File: config.mk
export PLATFORM = sky130hd
export DESIGN_NAME = osic_cell
export DESIGN_NICKNAME = d
export VERILOG_FILES = /design/src/design/assert_macros.svh /design/src/design/osic_pkg.sv /design/src/design/osic_cell.sv
export SDC_FILE = /design/constraint.sdc
export NUM_CORES = 1
export LEC_CHECK = 0
export BUFFER_PORTS_ARGS = -buffer_cell sky130_fd_sc_hd__buf_2
export CAP_MARGIN = 30
export CORE_ASPECT_RATIO = 0.9
export CORE_MARGIN = 8
export CORE_UTILIZATION = 49
export DETAILED_ROUTE_END_ITERATION = 16
export GPL_ROUTABILITY_DRIVEN = 0
export PLACE_DENSITY = 0.85
export SYNTH_ARGS = -nofsm -noshare
export SYNTH_HDL_FRONTEND = slang
export SYNTH_SLANG_ARGS = --single-unit
File: constraint.sdc
create_clock -name clock -period 3.7 [get_ports clock]
set_input_delay 0.185 -clock clock [delete_from_list [all_inputs] [get_ports clock]]
set_output_delay 0.185 -clock clock [all_outputs]
set_load 0.1 [all_outputs]
File: src/design/assert_macros.svh
// Assertion macros shared by the ordered set design.
// The clock and reset are taken from the names clock and reset in the using module.
`ifndef ASSERT_MACROS_SVH
`define ASSERT_MACROS_SVH

// A condition that holds at every clock edge outside reset.
`define OSIC_ASSERT_ALWAYS(lbl, cond, msg) \
   lbl: assert property (@(posedge clock) disable iff (reset) (cond)) else $error(msg);

// A condition that, when true, implies another one at the next clock edge.
`define OSIC_ASSERT_NEXT(lbl, ante, cons, msg) \
   lbl: assert property (@(posedge clock) disable iff (reset) (ante) |=> (cons)) else $error(msg);

`endif

File: src/design/osic_pkg.sv
// Package for the ordered set with inversion count: request and response types,
// codes and constants. Depends on nothing.
`timescale 1ns / 1ps

package osic_pkg;

   // Default number of cells in the chain.
   localparam int CAPACITY_DEF = 64;

   // Value returned as the bound when no stored value is greater.
   localparam logic [31:0] NONE_MARK = 32'hFFFF_FFFF;

   // Largest greater count the response field can show.
   localparam logic [6:0] COUNT_MAX = 7'd127;

   typedef enum logic [1:0] {
      ACT_INSERT = 2'd0,
      ACT_DELETE = 2'd1,
      ACT_SEARCH = 2'd2,
      ACT_UPPER  = 2'd3
   } action_type;

   typedef enum logic [1:0] {
      ST_OK        = 2'd0,
      ST_DUPLICATE = 2'd1,
      ST_FULL      = 2'd2,
      ST_ABSENT    = 2'd3
   } status_type;

   typedef enum logic {
      FSM_IDLE   = 1'b0,
      FSM_FINISH = 1'b1
   } state_type;

   typedef struct packed {
      action_type         action;
      logic signed [31:0] value;
      logic               first;
   } req_type;

   typedef struct packed {
      logic               found;
      logic signed [31:0] bound_value;
      logic [6:0]         greater_count;
      logic [31:0]        total;
      status_type         status;
   } rsp_type;

   // Command broadcast from the controller to every cell.
   typedef struct packed {
      logic               cmp;
      logic               ins;
      logic               del;
      logic signed [31:0] value;
   } cell_cmd_type;

endpackage

File: src/design/osic_cell.sv
// One cell of the sorted chain: holds one value and its compare flags.
// Depends on osic_pkg for the command type.
`timescale 1ns / 1ps

module osic_cell (
   input  logic                      clock,
   input  osic_pkg::cell_cmd_type    cmd,
   input  logic                      occupied,
   input  logic                      left_lt,
   input  logic signed [31:0]        left_val,
   input  logic signed [31:0]        right_val,
   output logic signed [31:0]        val,
   output logic                      lt,
   output logic                      gt,
   output logic                      eq
);

   logic signed [31:0] val_ff;
   logic signed [31:0] val_in;
   logic               lt_ff;
   logic               gt_ff;
   logic               eq_ff;

   // Compare the held value against the broadcast operand; only stored entries count.
   always_ff @(posedge clock) begin
      if (cmd.cmp) begin
         lt_ff <= occupied && (val_ff < cmd.value);
         gt_ff <= occupied && (val_ff > cmd.value);
         eq_ff <= occupied && (val_ff == cmd.value);
      end
   end

   // Cells at or above the insert or delete position shift by one place.
   always_comb begin
      val_in = val_ff;
      if (cmd.ins && !lt_ff) begin
         if (left_lt) begin
            val_in = cmd.value;
         end else begin
            val_in = left_val;
         end
      end else if (cmd.del && !lt_ff) begin
         val_in = right_val;
      end
   end

   always_ff @(posedge clock) begin
      val_ff <= val_in;
   end

   assign val = val_ff;
   assign lt  = lt_ff;
   assign gt  = gt_ff;
   assign eq  = eq_ff;

endmodule

==> results.py <==
metrics = {
    "sta": {
        "final.setup.tns_ns": 0,
        "rsz0062_at_grt": "false",
        "fin_crit_ns": 2.339,
        "drv_slew": 0,
        "max-slew-margin-rel": 0.3337,
        "finalHoldViolations": 0,
        "finalSetupViolCount": 0,
        "timing.hold.ws_ns": 0.1430,
        "skew_ns": 0.002379,
        "max_freq_mhz": 427.5,
        "worst_slew_pin_slew_ns": 0.9995,
        "post-route-period-util": 0.6322,
    },
    "logic_synthesis": {
        "syn_area_um2": 2565,
        "yosysSeqAreaShare": 0.4098,
        "ys_ff_latch": 35,
        "synth.area.top_cells": "edfxtp_1, ha_1, mux2i_1",
        "yosysWarningCount": 0,
        "synth_area_leader_cell": "edfxtp_1",
        "synthDistinctLibCells": 28,
        "synth_area_per_cell_um2": 9.753,
        "synth_top_area_share": 0.4098,
        "synth_nets": 397,
        "syn_inst": 263,
    },
    "die": {
        "die_x_um": 92.27,
        "fp.dieH_um": 84.64,
        "start_util": 0.4970,
        "core_area_um2": 5161,
        "io_pins": 137,
        "num_rows": 25,
        "dieArea_um2": 7809,
    },
    "placement": {
        "dp_hpwl_mm": 5.581,
        "portBuffers": 136,
    },
    "hold_path": {
        "hp-start": "cmd[34]",
        "hold_path_class": "in -> reg",
    },
    "clock_network": {
        "post_cts_resized": 0,
        "cts_buffers": 5,
        "clk_latency_ns": 0.28,
        "cts.sinks": 35,
        "path_clk_slew_ns": 0.06,
        "htreeDepth": 2,
        "cts_hold_buf": 0,
        "clk_path_buf_depth": 2,
        "cts-root-buf": "clkbuf_8",
        "cts_tree": "done",
        "postCtsSetupRepairBufs": 0,
    },
    "power": {
        "max-vdd-ir-drop_mv": 0.2079,
        "p_leak_nw": 1.783,
        "p_per_area_nw_per_um2": 408.5,
    },
    "cells_and_area": {
        "drive_above_1_share": 0.3706,
        "insertedDiodeCount": 0,
        "fin_nets": 529,
        "area_growth_pct": 31.27,
        "final_common_cell": "buf_2",
        "layout_common_cells": "buf_2, nand2_1, edfxtp_1",
    },
    "critical_path": {
        "crit-reg2reg-launch": "val[15]$_DFFE_PP_",
        "critPathRequiredTime_ns": 3.74,
        "path_cells": "ha_1 -> nand4_1 -> nor4_1 -> a21boi_2 -> o31ai_4 -> a21oi_1 -> and4b_1",
        "crit_fanout": 3,
        "worstPathArrival_ns": 2.38,
        "path_class": "reg -> reg",
        "crit_slowest_cell": "nor4_1",
        "setup.worst_path.start": "val[15]$_DFFE_PP_",
        "worst_setup_path_end_kind": "flip-flop",
        "cp-start-kind": "flip-flop",
        "cpPeakStageDelay_ns": 0.49,
    },
    "run": {
        "max-cap-violations": 0,
    },
    "global_route": {
        "grt_usage": 0.1736,
        "first_global_vias": 2521,
        "overflow": 0,
        "grt_pass1_wl_mm": 11.16,
        "antenna_found_initial": 0,
        "grt_max_degree": 65,
    },
    "drt": {
        "drcViolationCount": 0,
        "first_iter_violations": 81,
        "drt-pass1-iter-count": 7,
        "vias": 2382,
        "drtAntennaViolNets": 0,
        "routedWlPerCell_um": 14.63,
        "routed_wirelength_mm": 6.746,
        "vias_per_cell": 5.167,
    },
    "run_status": {
        "status": "finished clean",
    },
}
routing by layer:
layer  part of all wire  global-route usage
met3              0.086             0.06863
met1               0.40              0.1870
met2               0.50              0.2987
met4              0.021             0.06433
met5                  0                   0
cells in the mapped netlist (all sizes together):
cell type / instances
buf: 3
nor2: 4
o21ai: 36
a221o: 1
nand4b: 1
nand3: 3
inv: 34
ha: 32
nand2b: 1
nand4: 6
a21boi: 1
a21oi: 14
nand2: 38
a211oi: 1
edfxtp: 35
and4: 1
nor2b: 2
o31a: 1
a31oi: 1
nor4: 2
mux2i: 32
clkbuf: 8
o211ai: 1
and4b: 1
a21o: 3
o31ai: 1
flip-flops by register name, summed over array words and instances (netlist names):
signal  count
eq          1
gt          1
lt          1
val        32
logic make-up (layout without fill, tap and decap cells):
family                     after synthesis  count (layout)  share of synthesized area
buffers and inverters                   45             176                    0.06731
muxes                                   32              32                     0.1249
and+or+nand+nor                         59              59                     0.1073
AOI/OAI and AO/OA                       60              60                     0.1346
DFF                                     35              35                     0.4098
adders and majority gates               32              32                     0.1561
report_power, final:
| group | total, mW | internal [mW] | switching, mW |
|---|---|---|---|
| clock network | 0.250 | 0.125 | 0.124 |
| registers | 0.517 | 0.496 | 0.0212 |
| logic | 0.609 | 0.150 | 0.459 |
path summary, 6_finish.rpt:
path | endpoint | slack [ns] | cells past startpoint
setup reg to reg | gt$_DFFE_PP_ | 1.36 | 7
hold reg to reg | val[0]$_DFFE_PP_ | 0.81 | 1
setup / recovery | gt$_DFFE_PP_ | 1.36 | 7
hold / removal | lt$_DFFE_PP_ | 0.14 | 1
worst max-delay path, delay by kind of cell, from the launching register on:
family | cells | cell delay (ns)
compound gates | 3 | 0.51
fa+ha+maj | 1 | 0.33
flops | 1 | 0.39
simple gates | 3 | 0.87
per-stage QoR:
stage | utilization | cells | cell area [µm²] | total power, mW | setup slack, ns
5_1_grt | 0.6524 | 461 | 3367 | 1.454 | 1.121
2_1_floorplan | - | 263 | 2565 | 0.9956 | 0.9713
3_5_place_dp | 0.6383 | 455 | 3294 | 1.137 | 1.316
3_3_place_gp | 0.6383 | 455 | 3294 | 1.123 | 1.549
4_1_cts | 0.6524 | 461 | 3367 | 1.386 | 1.304
6_report | 0.6524 | 461 | 3367 | 1.376 | 1.361
cell type report:
type / count / area (µm²)
fillers: 435 / 1794
flip-flops and latches: 35 / 1051
well taps: 67 / 83.83
repair buffers: 136 / 680.7
clock buffers: 6 / 72.57
inverters: 34 / 127.6
multi-input cells: 183 / 1351
(Power assumes the default switching activity.)
